File: src/rtl/core/fpfa_pkg.sv
// ----------------------------------------------------------------------------
// fpfa_pkg: shared types and constants for the fixed partition fit allocator
// Holds table geometry, action, status, policy and config codes, the channel
// payloads, the command the sequencer sends the table and the fit result.
// ----------------------------------------------------------------------------
package fpfa_pkg;

  localparam int MAX_PARTS  = 16;
  localparam int IDX_BITS   = $clog2(MAX_PARTS);
  localparam int CNT_BITS   = IDX_BITS + 1;
  localparam int SIZE_BITS  = 24;
  localparam int WASTE_BITS = 32;
  localparam int CFG_IDX_BITS  = 1;
  localparam int CFG_DATA_BITS = 2;

  typedef enum logic [1:0] {
    ACT_ADD   = 2'd0,
    ACT_ALLOC = 2'd1,
    ACT_CLEAR = 2'd2,
    ACT_NOP   = 2'd3
  } action_t;

  typedef enum logic [1:0] {
    ST_DONE    = 2'd0,
    ST_WAITING = 2'd1,
    ST_FULL    = 2'd2,
    ST_CLEARED = 2'd3
  } status_t;

  typedef enum logic [1:0] {
    POL_BEST  = 2'd0,
    POL_FIRST = 2'd1,
    POL_NEXT  = 2'd2,
    POL_WORST = 2'd3
  } policy_t;

  typedef enum logic [CFG_IDX_BITS-1:0] {
    CFG_FIT_POLICY     = 1'b0,
    CFG_SPLIT_ON_WORST = 1'b1
  } cfg_reg_t;

  typedef struct packed {
    logic [1:0]           action;
    logic [SIZE_BITS-1:0] amount;
  } in_t;

  typedef struct packed {
    logic [1:0]            status;
    logic [IDX_BITS-1:0]   slot;
    logic [SIZE_BITS-1:0]  leftover;
    logic [WASTE_BITS-1:0] waste_total;
  } out_t;

  // One transaction worth of table updates, applied in the commit cycle.
  typedef struct packed {
    logic                 clear;
    logic                 append;
    logic [SIZE_BITS-1:0] append_size;
    logic                 mark;
    logic [IDX_BITS-1:0]  mark_idx;
  } tbl_cmd_t;

  typedef struct packed {
    logic                 take;
    logic [SIZE_BITS-1:0] diff;
  } fit_res_t;

endpackage

File: src/rtl/core/fixed_partition_fit_allocator_top.sv
// Add, clear and no-op pass from acceptance through the commit state into the
//   output register. Allocate first scans one table entry per cycle through the
//   shared fit unit over the filled entries, and stops early when first or next
//   fit hits; its result then takes the same path.
// One transaction at a time; in_stall stays high from acceptance
//   until the commit cycle. Reset (rst_n low, synchronous) empties the table.
// ----------------------------------------------------------------------------
// fixed_partition_fit_allocator_top: fixed partition placement block
// Sequencer that scans the partition table with one compare unit, commits the
// chosen placement and presents the result in an output register.
// ----------------------------------------------------------------------------
module fixed_partition_fit_allocator_top (
  input  logic                                clk,
  input  logic                                rst_n,
  input  logic                                in_valid,
  output logic                                in_stall,
  input  fpfa_pkg::in_t                       in_data,
  output logic                                out_valid,
  input  logic                                out_stall,
  output fpfa_pkg::out_t                      out_data,
  input  logic                                cfg_valid,
  output logic                                cfg_ready,
  input  logic [fpfa_pkg::CFG_IDX_BITS-1:0]   cfg_index,
  input  logic [fpfa_pkg::CFG_DATA_BITS-1:0]  cfg_data
);

  typedef enum logic [2:0] {
    S_IDLE   = 3'b001,
    S_SCAN   = 3'b010,
    S_COMMIT = 3'b100
  } state_t;

  state_t                          state_r, state_nxt;
  logic [1:0]                      policy_r;
  logic                            split_r;
  logic [1:0]                      act_r;
  logic [fpfa_pkg::SIZE_BITS-1:0]  req_r;
  logic [fpfa_pkg::IDX_BITS-1:0]   idx_r, idx_nxt;
  logic [fpfa_pkg::CNT_BITS-1:0]   step_r, step_nxt;
  logic                            found_r, found_nxt;
  logic [fpfa_pkg::IDX_BITS-1:0]   best_idx_r, best_idx_nxt;
  logic [fpfa_pkg::SIZE_BITS-1:0]  best_diff_r, best_diff_nxt;
  logic [fpfa_pkg::IDX_BITS-1:0]   rover_r, rover_nxt;
  logic [fpfa_pkg::WASTE_BITS-1:0] waste_r, waste_nxt;
  logic                            out_valid_r, out_valid_nxt;
  fpfa_pkg::out_t                  out_r, out_nxt;

  fpfa_pkg::tbl_cmd_t              cmd;
  fpfa_pkg::fit_res_t              fit;
  logic [fpfa_pkg::SIZE_BITS-1:0]  rd_size;
  logic                            rd_busy;
  logic [fpfa_pkg::CNT_BITS-1:0]   count;
  logic                            full;
  logic                            in_acc;
  logic                            commit_go;
  logic                            stop_on_hit;
  logic                            wrap;
  logic [fpfa_pkg::WASTE_BITS:0]   waste_sum;
  logic [fpfa_pkg::WASTE_BITS-1:0] waste_sat;

  // The table read is registered, so it is addressed with the next index.
  fpfa_table u_table (
    .clk     (clk),
    .rst_n   (rst_n),
    .cmd     (cmd),
    .rd_idx  (idx_nxt),
    .rd_size (rd_size),
    .rd_busy (rd_busy),
    .count   (count),
    .full    (full)
  );

  fpfa_fit_unit u_fit (
    .size      (rd_size),
    .busy      (rd_busy),
    .req       (req_r),
    .found     (found_r),
    .best_diff (best_diff_r),
    .policy    (policy_r),
    .res       (fit)
  );

  assign in_stall  = (state_r != S_IDLE);
  assign in_acc    = in_valid && !in_stall;
  assign cfg_ready = 1'b1;
  assign out_valid = out_valid_r;
  assign out_data  = out_r;

  assign commit_go   = (state_r == S_COMMIT) && !(out_valid_r && out_stall);
  assign stop_on_hit = (policy_r == fpfa_pkg::POL_FIRST) || (policy_r == fpfa_pkg::POL_NEXT);
  assign wrap        = ({1'b0, idx_r} + 1'b1) == count;

  assign waste_sum = {1'b0, waste_r} +
                     (fpfa_pkg::WASTE_BITS+1)'(best_diff_r);
  assign waste_sat = waste_sum[fpfa_pkg::WASTE_BITS] ? '1
                                                     : waste_sum[fpfa_pkg::WASTE_BITS-1:0];

  // Sequencer: latch the transaction, scan the table, commit.
  always_comb begin
    state_nxt     = state_r;
    idx_nxt       = idx_r;
    step_nxt      = step_r;
    found_nxt     = found_r;
    best_idx_nxt  = best_idx_r;
    best_diff_nxt = best_diff_r;
    unique case (state_r)
      S_IDLE: begin
        if (in_acc) begin
          // Rover stays below the count unless the table is empty, so next fit starts right there.
          idx_nxt   = (policy_r == fpfa_pkg::POL_NEXT) ? rover_r : '0;
          step_nxt  = '0;
          found_nxt = 1'b0;
          state_nxt = (in_data.action == fpfa_pkg::ACT_ALLOC) ? S_SCAN : S_COMMIT;
        end
      end
      S_SCAN: begin
        if (step_r == count) begin
          state_nxt = S_COMMIT;
        end else begin
          if (fit.take) begin
            found_nxt     = 1'b1;
            best_idx_nxt  = idx_r;
            best_diff_nxt = fit.diff;
            if (stop_on_hit) begin
              state_nxt = S_COMMIT;
            end
          end
          step_nxt = step_r + 1'b1;
          idx_nxt  = wrap ? '0 : idx_r + 1'b1;
        end
      end
      S_COMMIT: begin
        if (commit_go) begin
          state_nxt = S_IDLE;
        end
      end
      default: state_nxt = S_IDLE;
    endcase
  end

  // Commit: table command, running state and the result.
  always_comb begin
    cmd           = '0;
    rover_nxt     = rover_r;
    waste_nxt     = waste_r;
    out_nxt       = out_r;
    out_valid_nxt = out_valid_r && out_stall;
    if (commit_go) begin
      out_valid_nxt       = 1'b1;
      out_nxt.status      = fpfa_pkg::ST_DONE;
      out_nxt.slot        = '0;
      out_nxt.leftover    = '0;
      out_nxt.waste_total = waste_r;
      unique case (act_r)
        fpfa_pkg::ACT_ADD: begin
          if (full) begin
            out_nxt.status = fpfa_pkg::ST_FULL;
          end else begin
            cmd.append      = 1'b1;
            cmd.append_size = req_r;
            out_nxt.slot    = count[fpfa_pkg::IDX_BITS-1:0];
          end
        end
        fpfa_pkg::ACT_ALLOC: begin
          if (found_r) begin
            cmd.mark     = 1'b1;
            cmd.mark_idx = best_idx_r;
            // Worst fit with splitting on splits off the remainder; the table drops it when full.
            cmd.append      = (policy_r == fpfa_pkg::POL_WORST) && split_r;
            cmd.append_size = best_diff_r;
            rover_nxt       = best_idx_r;
            waste_nxt       = waste_sat;
            out_nxt.slot        = best_idx_r;
            out_nxt.leftover    = best_diff_r;
            out_nxt.waste_total = waste_sat;
          end else begin
            out_nxt.status = fpfa_pkg::ST_WAITING;
          end
        end
        fpfa_pkg::ACT_CLEAR: begin
          cmd.clear           = 1'b1;
          rover_nxt           = '0;
          waste_nxt           = '0;
          out_nxt.status      = fpfa_pkg::ST_CLEARED;
          out_nxt.waste_total = '0;
        end
        fpfa_pkg::ACT_NOP: begin
          out_nxt.status = fpfa_pkg::ST_DONE;
        end
        default: out_nxt.status = fpfa_pkg::ST_DONE;
      endcase
    end
  end

  always_ff @(posedge clk) begin
    if (!rst_n) begin
      state_r     <= S_IDLE;
      policy_r    <= fpfa_pkg::POL_BEST;
      split_r     <= 1'b1;
      rover_r     <= '0;
      waste_r     <= '0;
      found_r     <= 1'b0;
      step_r      <= '0;
      idx_r       <= '0;
      out_valid_r <= 1'b0;
    end else begin
      state_r     <= state_nxt;
      rover_r     <= rover_nxt;
      waste_r     <= waste_nxt;
      found_r     <= found_nxt;
      step_r      <= step_nxt;
      idx_r       <= idx_nxt;
      out_valid_r <= out_valid_nxt;
      if (cfg_valid && cfg_ready) begin
        unique case (cfg_index)
          fpfa_pkg::CFG_FIT_POLICY:     policy_r <= cfg_data;
          fpfa_pkg::CFG_SPLIT_ON_WORST: split_r  <= cfg_data[0];
          default:                      split_r  <= split_r;
        endcase
      end
    end
  end

  // Payload registers: no reset.
  always_ff @(posedge clk) begin
    if (in_acc) begin
      act_r <= in_data.action;
      req_r <= in_data.amount;
    end
    best_idx_r  <= best_idx_nxt;
    best_diff_r <= best_diff_nxt;
    out_r       <= out_nxt;
  end

endmodule

File: src/rtl/core/fpfa_table.sv
// ----------------------------------------------------------------------------
// fpfa_table: partition table storage
// Partition sizes, in-use marks and the fill count. One entry is read per
// cycle at the scan index; updates arrive as one command per transaction.
// ----------------------------------------------------------------------------
module fpfa_table (
  input  logic                                clk,
  input  logic                                rst_n,
  input  fpfa_pkg::tbl_cmd_t                  cmd,
  input  logic [fpfa_pkg::IDX_BITS-1:0]       rd_idx,
  output logic [fpfa_pkg::SIZE_BITS-1:0]      rd_size,
  output logic                                rd_busy,
  output logic [fpfa_pkg::CNT_BITS-1:0]       count,
  output logic                                full
);

  logic [fpfa_pkg::SIZE_BITS-1:0] size_mem [fpfa_pkg::MAX_PARTS];
  logic [fpfa_pkg::MAX_PARTS-1:0] busy_r, busy_nxt;
  logic [fpfa_pkg::CNT_BITS-1:0]  count_r, count_nxt;
  logic [fpfa_pkg::IDX_BITS-1:0]  tail_idx;
  logic                           do_append;

  assign full      = (count_r == fpfa_pkg::CNT_BITS'(fpfa_pkg::MAX_PARTS));
  assign tail_idx  = count_r[fpfa_pkg::IDX_BITS-1:0];
  assign do_append = cmd.append && !full;
  assign count     = count_r;

  always_comb begin
    busy_nxt  = busy_r;
    count_nxt = count_r;
    if (cmd.clear) begin
      busy_nxt  = '0;
      count_nxt = '0;
    end else begin
      if (cmd.mark) begin
        busy_nxt[cmd.mark_idx] = 1'b1;
      end
      if (do_append) begin
        busy_nxt[tail_idx] = 1'b0;
        count_nxt          = count_r + 1'b1;
      end
    end
  end

  always_ff @(posedge clk) begin
    if (!rst_n) begin
      busy_r  <= '0;
      count_r <= '0;
    end else begin
      busy_r  <= busy_nxt;
      count_r <= count_nxt;
    end
  end

  // Sizes hold no reset; a scan only uses entries below the count.
  always_ff @(posedge clk) begin
    if (do_append && !cmd.clear) begin
      size_mem[tail_idx] <= cmd.append_size;
    end
  end

  // Read data shows up in the cycle after its address.
  always_ff @(posedge clk) begin
    rd_size <= size_mem[rd_idx];
    rd_busy <= busy_r[rd_idx];
  end

endmodule

File: src/rtl/core/fpfa_fit_unit.sv
// ----------------------------------------------------------------------------
// fpfa_fit_unit: shared fit compare unit
// Subtracts the request from one partition size, checks the fit and compares
// the leftover against the best candidate so far under the active policy.
// ----------------------------------------------------------------------------
module fpfa_fit_unit (
  input  logic [fpfa_pkg::SIZE_BITS-1:0] size,
  input  logic                           busy,
  input  logic [fpfa_pkg::SIZE_BITS-1:0] req,
  input  logic                           found,
  input  logic [fpfa_pkg::SIZE_BITS-1:0] best_diff,
  input  logic [1:0]                     policy,
  output fpfa_pkg::fit_res_t             res
);

  logic [fpfa_pkg::SIZE_BITS:0]   sub;
  logic [fpfa_pkg::SIZE_BITS-1:0] diff;
  logic                           fits;
  logic                           better;

  // Borrow out of the subtract means the request does not fit.
  assign sub  = {1'b0, size} - {1'b0, req};
  assign diff = sub[fpfa_pkg::SIZE_BITS-1:0];
  assign fits = !busy && !sub[fpfa_pkg::SIZE_BITS];

  always_comb begin
    unique case (policy)
      fpfa_pkg::POL_BEST:  better = diff < best_diff;
      fpfa_pkg::POL_WORST: better = diff > best_diff;
      fpfa_pkg::POL_FIRST: better = 1'b1;
      fpfa_pkg::POL_NEXT:  better = 1'b1;
      default:             better = 1'b1;
    endcase
  end

  assign res.take = fits && (!found || better);
  assign res.diff = diff;

endmodule

File: config.mk
export PLATFORM = sky130hd
export DESIGN_NAME = fixed_partition_fit_allocator_top
export DESIGN_NICKNAME = d
export VERILOG_FILES = /design/src/rtl/core/fpfa_pkg.sv /design/src/rtl/core/fixed_partition_fit_allocator_top.sv /design/src/rtl/core/fpfa_table.sv /design/src/rtl/core/fpfa_fit_unit.sv
export SDC_FILE = /design/constraint.sdc
export NUM_CORES = 1
export LEC_CHECK = 0
export BUFFER_PORTS_ARGS = -buffer_cell sky130_fd_sc_hd__buf_2
export CORE_MARGIN = 10
export CORE_UTILIZATION = 56
export DETAILED_ROUTE_END_ITERATION = 7
export HOLD_SLACK_MARGIN = 0.02
export PLACE_DENSITY = 0.76
export SYNTH_ARGS = -nofsm -noshare
export SYNTH_HDL_FRONTEND = slang
export SYNTH_SLANG_ARGS = --single-unit
File: constraint.sdc
create_clock -name clk -period 6.4 [get_ports clk]
set_clock_uncertainty 0.05 [all_clocks]
set_input_delay 0 -clock clk [delete_from_list [all_inputs] [get_ports clk]]
set_output_delay 0 -clock clk [all_outputs]
set_load 0.02 [all_outputs]
==> impl_metrics.yaml, run 1 <==
timing:
  rsz0062_at_grt: "no"
  slew_headroom_pct: 18.9
  setup_violations: 0
  setup_ws_ns: 0.629
  post-route-period-util_pct: 90.2
  whs_ns: 0.0356
  post-route-min-period_ns: 5.77
  worst_pin_slew_ns: 1.21
  setup-tns-final_ns: 0
  clock.fmax_mhz: 173
  drv_slew: 0
  hold_viol_final: 0
layout:
  multi_input_area_um2: 8620
  syn_to_final_growth_pct: 12.5
  final_util_pct: 63.7
  final_layout_size_suffix_gt1_share_pct: 12.3
  diodes: 0
  ff_latch_area_um2: 17000
  fill_cells: 3338
  nets: 2264
synth:
  synth_edf_count: 500
  synth_cell_type_count: 75
  synth_nets: 2146
  netlist_area_um2: 26400
  synth_top_area_share_pct: 56.9
  synth_ff_type: "edfxtp_1"
  synth_seq_cells: 599
  postSynthAreaPerCell_um2: 13.0
  synth_seq_area_share_pct: 64.4
  ys_top_cells_by_count: "edfxtp_1 (500), nand2_1 (186), a21oi_1 (180)"
  synthArstFlopShare_pct: 0
  yosys.area.top_type: "edfxtp_1"
  syn_inst: 2025
  ys_warn_count: 0
  synth.area.top_cells: "edfxtp_1 (57%), dfxtp_1 (7.5%), ha_1 (4.0%), mux2i_1 (4.0%), a21oi_1 (3.4%)"
  synth.most_common_cell: "edfxtp_1"
global_route:
  grtUsageTotal_pct: 22.0
  use_met2_pct: 36.7
  antenna_found_initial: 0
  grt_pass1_wl_um: 97700
  grt_max_degree: 202
  met1_usage_pct: 28.7
  grt_pass1_vias: 17000
  met3_usage_pct: 3.98
  grt_overflow_total: 0
  top_usage_layer: "met2"
cts:
  htreeDepth: 2
  cts_root_buf: "clkbuf_16"
  clkTransAtPathRegs_ns: 0.07
  cts_buffers: 57
  insertion_delay_ns: 0.64
  clock_sinks: 599
  cts_tree: "done"
  cts_resized: 0
  clk_path_buf_depth: 3
critical_path:
  cpLargestDelayFamily: "compound AO/OA/AOI/OAI gates"
  cp.required_ns: 6.64
  crit_chain: "inv_1, ha_1, a2111oi_0, o21a_1, o311ai_0, a21oi_1, nor3b_1, o21ai_0, a21boi_0, mux2i_1, o2111ai_1, ha_1, nand4_1, nor2_1, a31oi_1, nand3_1, nor3_1, mux2i_1, a311oi_1, and2_1, buf_4"
  end_kind: "register"
  cp.arrival_ns: 6.02
  cp_max_fo: 28
  criticalPathCategory: "register to register"
  critPathSlowestCell: "a2111oi_0"
  cp-start-kind: "register"
  slowest_delay_ns: 0.86
  crit_buf_inv: 2
power_and_ir_drop:
  leakage_nw: 11.3
  p_per_area_nw_per_um2: 263
  vdd_ir_drop_max_uv: 263
outcome:
  outcome: "completed"
min_path:
  hold_path_class: "input pin to register"
detailed_routing:
  drt-pass1-iter-count: 5
  drcViolationCount: 0
  drt_wl_total_um: 64000
  drt_iter0_markers: 1864
  ant_nets: 0
  vias: 17400
  routed_via_density: 6.23
  wl_per_cell_um: 22.9
die:
  io_pins: 99
  die_w_um: 237
  dieHeight_um: 237
  start_util_pct: 56.7
  fp-row-count: 79
  dieArea_um2: 56200
  core_um2: 46600
placed_design:
  dp_slack_ns: 0.807
  dp_hpwl_um: 38800
  port_buffers: 97
  gp_congestion: 0.876
job:
  cap_violations: 0
## registers in the layout, summed over array words and instances (netlist names), 5 cells and up
signal            count
u_table.size_mem    384
waste_r              32
u_table.busy_r       16
out_data             62
best_diff_r          24
u_table.rd_size      24
req_r                24
u_table.count         5
step_r                5
## power by group
group / total, W / switching [W] / internal (W)
Sequential: 0.00422 / 0.0000175 / 0.00421
Combinational: 0.000265 / 0.000167 / 0.0000983
Clock: 0.00331 / 0.00147 / 0.00184
## layer usage
metal  vias up  part of all wire (%)
met5         -                     0
met4         0                   2.7
met3       115                   7.9
met2       763                    49
met1      8608                    40
li1       7948                     -
## area by class of cell
cell class / count / area share, %
Clock buffer: 76 / 5.26
Clock inverter: 32 / 0.924
Inverter: 79 / 0.999
Multi-Input combinational cell: 1238 / 29.1
Sequential cell: 599 / 57.3
Tap cell: 607 / 2.56
Timing Repair Buffer: 168 / 3.90
## placed cells by master (no fill, tap or decap), drive strengths merged, types with 12 or more instances in the layout
| cell | n |
|---|---|
| nor2b | 18 |
| ha | 85 |
| o21ai | 62 |
| inv | 79 |
| nand2 | 188 |
| and2 | 16 |
| a211oi | 16 |
| a22o | 41 |
| xnor2 | 27 |
| and3 | 39 |
| nor2 | 96 |
| mux2i | 105 |
| a21o | 17 |
| dlygate4sd3 | 46 |
| xor2 | 26 |
| nor3 | 19 |
| nand3 | 22 |
| nand2b | 12 |
| buf | 122 |
| dfxtp | 99 |
| or4 | 26 |
| edfxtp | 500 |
| clkbuf | 76 |
| a221oi | 103 |
| clkinv | 27 |
| a21oi | 205 |
## worst register-to-register path: cells and delay by family, from the launching register on
family | cells | cell delay, ns
AOI/OAI and AO/OA | 9 | 2.81
adders and majority gates | 2 | 0.66
buffers and inverters | 2 | 0.40
DFF | 1 | 0.36
muxes | 2 | 0.31
and+or+nand+nor | 6 | 0.83
## cell families after synthesis
| logic type | Yosys count | synth area share [%] |
|---|---|---|
| flip-flops | 599 | 64.4 |
| buffers and inverters | 188 | 3.28 |
| AO/OA/AOI/OAI | 526 | 13.8 |
| other | 1 | 0.0142 |
| multiplexers | 105 | 3.98 |
| adder cells (fa/ha/maj) | 87 | 4.18 |
| AND/OR/NAND/NOR | 465 | 8.49 |
| XOR/XNOR | 54 | 1.85 |
## worst paths after layout
check	from	endpoint	slack [ns]	cells past startpoint
worst max-delay path	req_r[4]	best_diff_r[16]	0.63	21
worst min-delay path	in_data[21]	req_r[21]	0.04	2
worst min register to register	rover_r[1]	rover_r[1]	0.45	2
worst max register to register	req_r[4]	best_diff_r[16]	0.63	21
## stage by stage
| stage | std cells | total power, W | area (um^2) |
|---|---|---|---|
| 2_1_floorplan | 2025 | 0.00446 | 26400 |
| 3_3_place_gp | 2645 | 0.00454 | 27400 |
| 3_5_place_dp | 2645 | 0.00455 | 27400 |
| 4_1_cts | 2799 | 0.00782 | 29700 |
| 5_1_grt | 2799 | 0.00802 | 29700 |
| 6_report | 2799 | 0.00780 | 29700 |
## what timing repair did
| item | 4_1_cts | 5_1_grt |
|---|---|---|
| hold buffers | 46 | 0 |
| endpoints found under the hold margin | 55 | 0 |
| buffers inserted | 0 | 0 |
(Power assumes the default switching activity.)
==> run 2, diff against run 1 <==
--- a/config.mk
+++ b/config.mk
@@ -10,7 +10,7 @@
 export CORE_UTILIZATION = 56
 export DETAILED_ROUTE_END_ITERATION = 7
 export HOLD_SLACK_MARGIN = 0.02
-export PLACE_DENSITY = 0.76
+export PLACE_DENSITY_LB_ADDON = 0.25
 export SYNTH_ARGS = -nofsm -noshare
 export SYNTH_HDL_FRONTEND = slang
 export SYNTH_SLANG_ARGS = --single-unit
==> run 2 against run 1 <==
  * Non-clock buffer count grew 3
  * Power grew 0.84%
  * Utilization grew 0.20 points
  * Setup slack gained 0.11 ns
  * Routed wire length grew 1.5%
  * Clock power grew 2%
  * Fmax grew 2.0%
  * Sequential share of layout area shrank 0.18 points
  * Worst hold slack gained 0.0010 ns
  * Final cell count grew 0.21%
==> impl_metrics.yaml, run 2 (synthesis gave the netlist of run 1 again) <==
cts:
  cts_resized: 0
  clock_sinks: 599
  cts_buffers: 59
  insertion_delay_ns: 0.66
  clk_path_buf_depth: 3
  htreeDepth: 2
  clkTransAtPathRegs_ns: 0.06
  cts_tree: "done"
  cts_root_buf: "clkbuf_16"
global_route:
  grt_max_degree: 98
  antenna_found_initial: 1
  grt_overflow_total: 0
  grtUsageTotal_pct: 22.5
  grt_pass1_vias: 17100
  grt_pass1_wl_um: 99600
timing:
  worst_pin_slew_ns: 1.23
  setup_violations: 0
  hold_viol_final: 0
  slew_headroom_pct: 17.3
  setup-tns-final_ns: 0
  post-route-period-util_pct: 88.4
  drv_slew: 0
  clock.fmax_mhz: 177
  post-route-min-period_ns: 5.66
  rsz0062_at_grt: "no"
  whs_ns: 0.0366
die:
  dieArea_um2: 56200
  fp-row-count: 79
  io_pins: 99
  core_um2: 46600
  die_w_um: 237
  dieHeight_um: 237
  start_util_pct: 56.7
critical_path:
  slowest_delay_ns: 0.74
  criticalPathCategory: "register to register"
  critPathSlowestCell: "a2111oi_0"
  cp_max_fo: 28
  cp-start-kind: "register"
  r2r_slack_ns: 0.74
  cp.arrival_ns: 5.90
  crit_chain: "inv_1, ha_1, a2111oi_0, o21a_1, o311ai_0, a21oi_1, nor3b_1, o21ai_0, a21boi_0, mux2i_1, o2111ai_1, ha_1, nand4_1, nor2_1, a31oi_1, nand3_1, nor3_1, mux2i_1, a311oi_1, and2_1, buf_4"
  cp.required_ns: 6.64
  r2r-start: "req_r[4]"
  end_kind: "register"
  r2r-end: "best_diff_r[15]"
  reg2regPathDepth: 21
placed_design:
  dp_hpwl_um: 40000
  port_buffers: 97
  dp.cells: 2650
  gp_congestion: 0.896
detailed_routing:
  ant_nets: 0
  met2_length_um: 32400
  vias: 17300
  drt_wl_total_um: 64900
  routed_via_density: 6.17
  wl_per_cell_um: 23.1
  top_layer_used: "met4"
  wl_met1_um: 26600
  drt_iter0_markers: 1523
  drcViolationCount: 0
  wl_met3_um: 4420
  drt-pass1-iter-count: 5
layout:
  syn_to_final_growth_pct: 12.8
  nets: 2269
  diodes: 0
  final_cells: 2805
  final_layout_size_suffix_gt1_share_pct: 12.7
  largest_reg_flops: 384
  final_util_pct: 63.9
  final_common_cell: "edfxtp_1"
  final_cell_mix: "edfxtp_1 (500), nand2_1 (186), a21oi_1 (179)"
  regMostFlops: "u_table.size_mem"
power_and_ir_drop:
  leakage_nw: 11.3
  power_w: 0.00786
  vdd_ir_drop_max_uv: 222
  p_per_area_nw_per_um2: 264
job:
  cap_violations: 0
min_path:
  hold_path_class: "input pin to register"
  holdPathEnd: "req_r[22]"
  min-delay-start: "in_data[22]"
  hold_path_depth: 2
outcome:
  outcome: "completed"
-- run 2: cell count changes in the layout (fill, tap and decap cells not counted), moves of 2 or more --
| cell | change |
|---|---|
| clkbuf_1 | -6 |
| clkinvlp_4 | +4 |
| buf_4 | +3 |
| clkinv_4 | +3 |
| buf_12 | +2 |
| clkinv_1 | +2 |
| dlygate4sd3_1 | -2 |
-- run 2: area by class of cell --
| cell class | instances | area (um^2) |
|---|---|---|
| clock inverter | 42 | 379 |
| sequential | 599 | 17000 |
| multi-input combinational | 1238 | 8620 |
| inverter | 79 | 297 |
| tap | 607 | 759 |
| clock buffer | 69 | 1510 |
| fill | 3365 | 16800 |
| timing repair buffer | 171 | 1200 |
-- run 2: report_power, final --
group	leakage, nW	internal, W	total (W)	switching [W]
Sequential	4.64	0.00421	0.00422	0.0000173
Combinational	5.76	0.0000981	0.000267	0.000169
Clock	0.913	0.00187	0.00337	0.00151
Total	11.3	0.00617	0.00786	0.00169
-- run 2: layer usage --
metal	track usage, %	vias to the layer above
li1	-	7967
met1	29.1	8616
met2	38.4	612
met3	3.68	108
met4	6.54	0
met5	0	-
-- run 2: through the flow --
step	instance area [um^2]	setup WS, ns
finish	29800	0.741
global route	29800	0.143
CTS	29800	0.801
detailed placement	27400	0.850
global placement	27400	0.984
floorplan	26400	1.23
-- run 2: what timing repair did --
item,4_1_cts,5_1_grt
setup buffers,0,0
endpoints found under the hold margin,55,0
hold buffers,44,0
-- run 2: critical path, delay by kind of cell (launching register included) --
| family | cells | cell delay [ns] |
|---|---|---|
| compound gates | 9 | 2.66 |
| fa+ha+maj | 2 | 0.65 |
| buf+inv | 2 | 0.39 |
| flops | 1 | 0.35 |
| mux | 2 | 0.32 |
| simple gates | 6 | 0.87 |
-- run 2: worst max path at each step --
stage                        endpoint  depth (start not counted)        from
2_1_floorplan  u_table.size_mem[1][0]                          6  state_r[2]
3_3_place_gp           best_diff_r[5]                         21    req_r[4]
3_5_place_dp           best_diff_r[4]                         21    req_r[4]
4_1_cts               best_diff_r[15]                         21    req_r[4]
5_1_grt               best_diff_r[15]                         21    req_r[4]
6_report              best_diff_r[15]                         21    req_r[4]
==> run 3, diff against run 2 <==
--- a/config.mk
+++ b/config.mk
@@ -7,10 +7,11 @@
 export LEC_CHECK = 0
 export BUFFER_PORTS_ARGS = -buffer_cell sky130_fd_sc_hd__buf_2
 export CORE_MARGIN = 10
-export CORE_UTILIZATION = 56
+export CORE_UTILIZATION = 60
 export DETAILED_ROUTE_END_ITERATION = 7
 export HOLD_SLACK_MARGIN = 0.02
 export PLACE_DENSITY_LB_ADDON = 0.25
+export SETUP_SLACK_MARGIN = 0.05
 export SYNTH_ARGS = -nofsm -noshare
 export SYNTH_HDL_FRONTEND = slang
 export SYNTH_SLANG_ARGS = --single-unit
==> constraint.sdc (replaced) <==
create_clock -name clk -period 6.9 [get_ports clk]
set_clock_uncertainty 0.05 [all_clocks]
set_input_delay 1.38 -clock clk [delete_from_list [all_inputs] [get_ports clk]]
set_output_delay 1.38 -clock clk [all_outputs]
set_load 0.02 [all_outputs]
==> run 3 against run 2 <==
  * Final cell count is 2.6% lower
  * Critical path depth stayed put
  * Setup slack better by 0.66 ns
  * Non-clock buffer count is 49 lower
  * Utilization is 3.9 points higher
  * Fmax is 2.9% higher
  * Global-route usage is 0.76 points higher
  * Count of clock-buffer cells in the layout is 6 higher
==> impl_metrics.yaml, run 3 (synthesis gave the netlist of run 1 again) <==
detailed_routing:
  drt_wl_total_um: 63000
  ant_nets: 0
  wl_per_cell_um: 23.1
  drcViolationCount: 0
  drt-pass1-iter-count: 6
  routed_via_density: 6.26
  vias: 17100
  drt_iter0_markers: 1807
global_route:
  grt_pass1_wl_um: 96000
  antenna_found_initial: 0
  grt_pass1_vias: 16700
  grt_overflow_total: 0
  grtUsageTotal_pct: 23.2
  grt_max_degree: 152
power_and_ir_drop:
  p_per_area_nw_per_um2: 252
  power_w: 0.00740
  leakage_nw: 11.1
  vdd_ir_drop_max_uv: 312
min_path:
  hold_path_depth: 2
  hold_path_class: "register to register"
layout:
  final_cell_mix: "edfxtp_1 (500), nand2_1 (186), a21oi_1 (179)"
  syn_to_final_growth_pct: 11.2
  nets: 2218
  diodes: 0
  final_common_cell: "edfxtp_1"
  regMostFlops: "u_table.size_mem"
  largest_reg_flops: 384
  final_layout_size_suffix_gt1_share_pct: 13.0
die:
  io_pins: 99
  die_w_um: 230
  dieHeight_um: 230
  start_util_pct: 61.0
  dieArea_um2: 52700
  fp-row-count: 76
  core_um2: 43300
cts:
  cts_tree: "done"
  cts_resized: 0
  cts_hold_buf: 0
  cts_buffers: 57
  clk_path_buf_depth: 3
  post-cts-setup-buffer-count: 0
  cts_root_buf: "clkbuf_16"
  clkTransAtPathRegs_ns: 0.06
  clock_sinks: 599
  insertion_delay_ns: 0.63
  htreeDepth: 2
timing:
  setup-tns-final_ns: 0
  worst_pin_slew_ns: 1.19
  hold_viol_final: 0
  clock.fmax_mhz: 182
  setup_violations: 0
  rsz0062_at_grt: "no"
  drv_slew: 0
  slew_headroom_pct: 19.8
  post-route-period-util_pct: 79.7
  post-route-min-period_ns: 5.50
critical_path:
  reg2regPathDepth: 21
  criticalPathCategory: "register to register"
  r2r_slack_ns: 1.40
  cp.arrival_ns: 5.73
  cp-start-kind: "register"
  cp_max_fo: 28
  end_kind: "register"
  cp.required_ns: 7.14
placed_design:
  dp_hpwl_um: 38000
  port_buffers: 97
  gp_congestion: 0.874
job:
  cap_violations: 0
outcome:
  outcome: "completed"
-- run 3: changes by cell type in the layout (fill, tap and decap cells not counted), sizes merged --
cell	delta
clkbuf	+6
inv	+1
dlygate4sd3	-44
bufinv	+3
clkinv	-13
buf	-5
-- run 3: cell type report --
type                    count  area, um^2
clock buffers              75        1600
repair buffers            122         723
inverters                  79         297
fillers                  3004       13900
well taps                 585         732
clock inverters            33         375
multi-input cells        1238        8620
flip-flops and latches    599       17000
-- run 3: worst max-delay path: stages (launching register included) --
cell	delay (ns)
edfxtp_1	0.34
inv_1	0.05
ha_1	0.33
a2111oi_0	0.74
o21a_1	0.26
o311ai_0	0.17
a21oi_1	0.36
nor3b_1	0.09
o21ai_0	0.23
a21boi_0	0.17
mux2i_1	0.17
o2111ai_1	0.17
ha_1	0.32
nand4_1	0.12
nor2_1	0.08
a31oi_1	0.13
nand3_1	0.09
nor3_1	0.24
mux2i_1	0.11
a311oi_1	0.39
and2_1	0.19
buf_4	0.35
-- run 3: final timing paths --
| kind | from | endpoint |
|---|---|---|
| hold reg to reg | rover_r[1] | rover_r[1] |
| hold / removal | rover_r[1] | rover_r[1] |
| setup reg to reg | req_r[4] | best_diff_r[5] |
| setup / recovery | req_r[4] | best_diff_r[5] |
-- run 3: report_power, final --
part	leakage, nW	switching (W)	total [W]	internal [W]
clock	0.958	0.00136	0.00326	0.00190
sequential	4.64	0.0000147	0.00392	0.00390
combinational	5.55	0.000148	0.000222	0.0000739
-- run 3: metal layers --
layer / track usage, % / part of all wire (%) / wire length (um)
met5: 0 / 0 / 0
met4: 8.28 / 2.9 / 1830
met3: 4.05 / 7.9 / 4950
met2: 38.7 / 49 / 30800
met1: 30.2 / 40 / 25400
-- run 3: through the flow --
stage | hold WS (ns) | cells | cell area, um^2 | worst slack [ns] | utilization (%)
after global routing | 0.463 | 2731 | 29300 | 0.917 | 67.8
after detailed placement | 0.439 | 2623 | 27400 | 1.46 | 63.3
after floorplan | 0.359 | 2025 | 26400 | 0.790 | -
after CTS | 0.450 | 2731 | 29300 | 1.42 | 67.8
final | 0.449 | 2731 | 29300 | 1.40 | 67.8
after global placement | 0.415 | 2623 | 27400 | 1.52 | 63.3
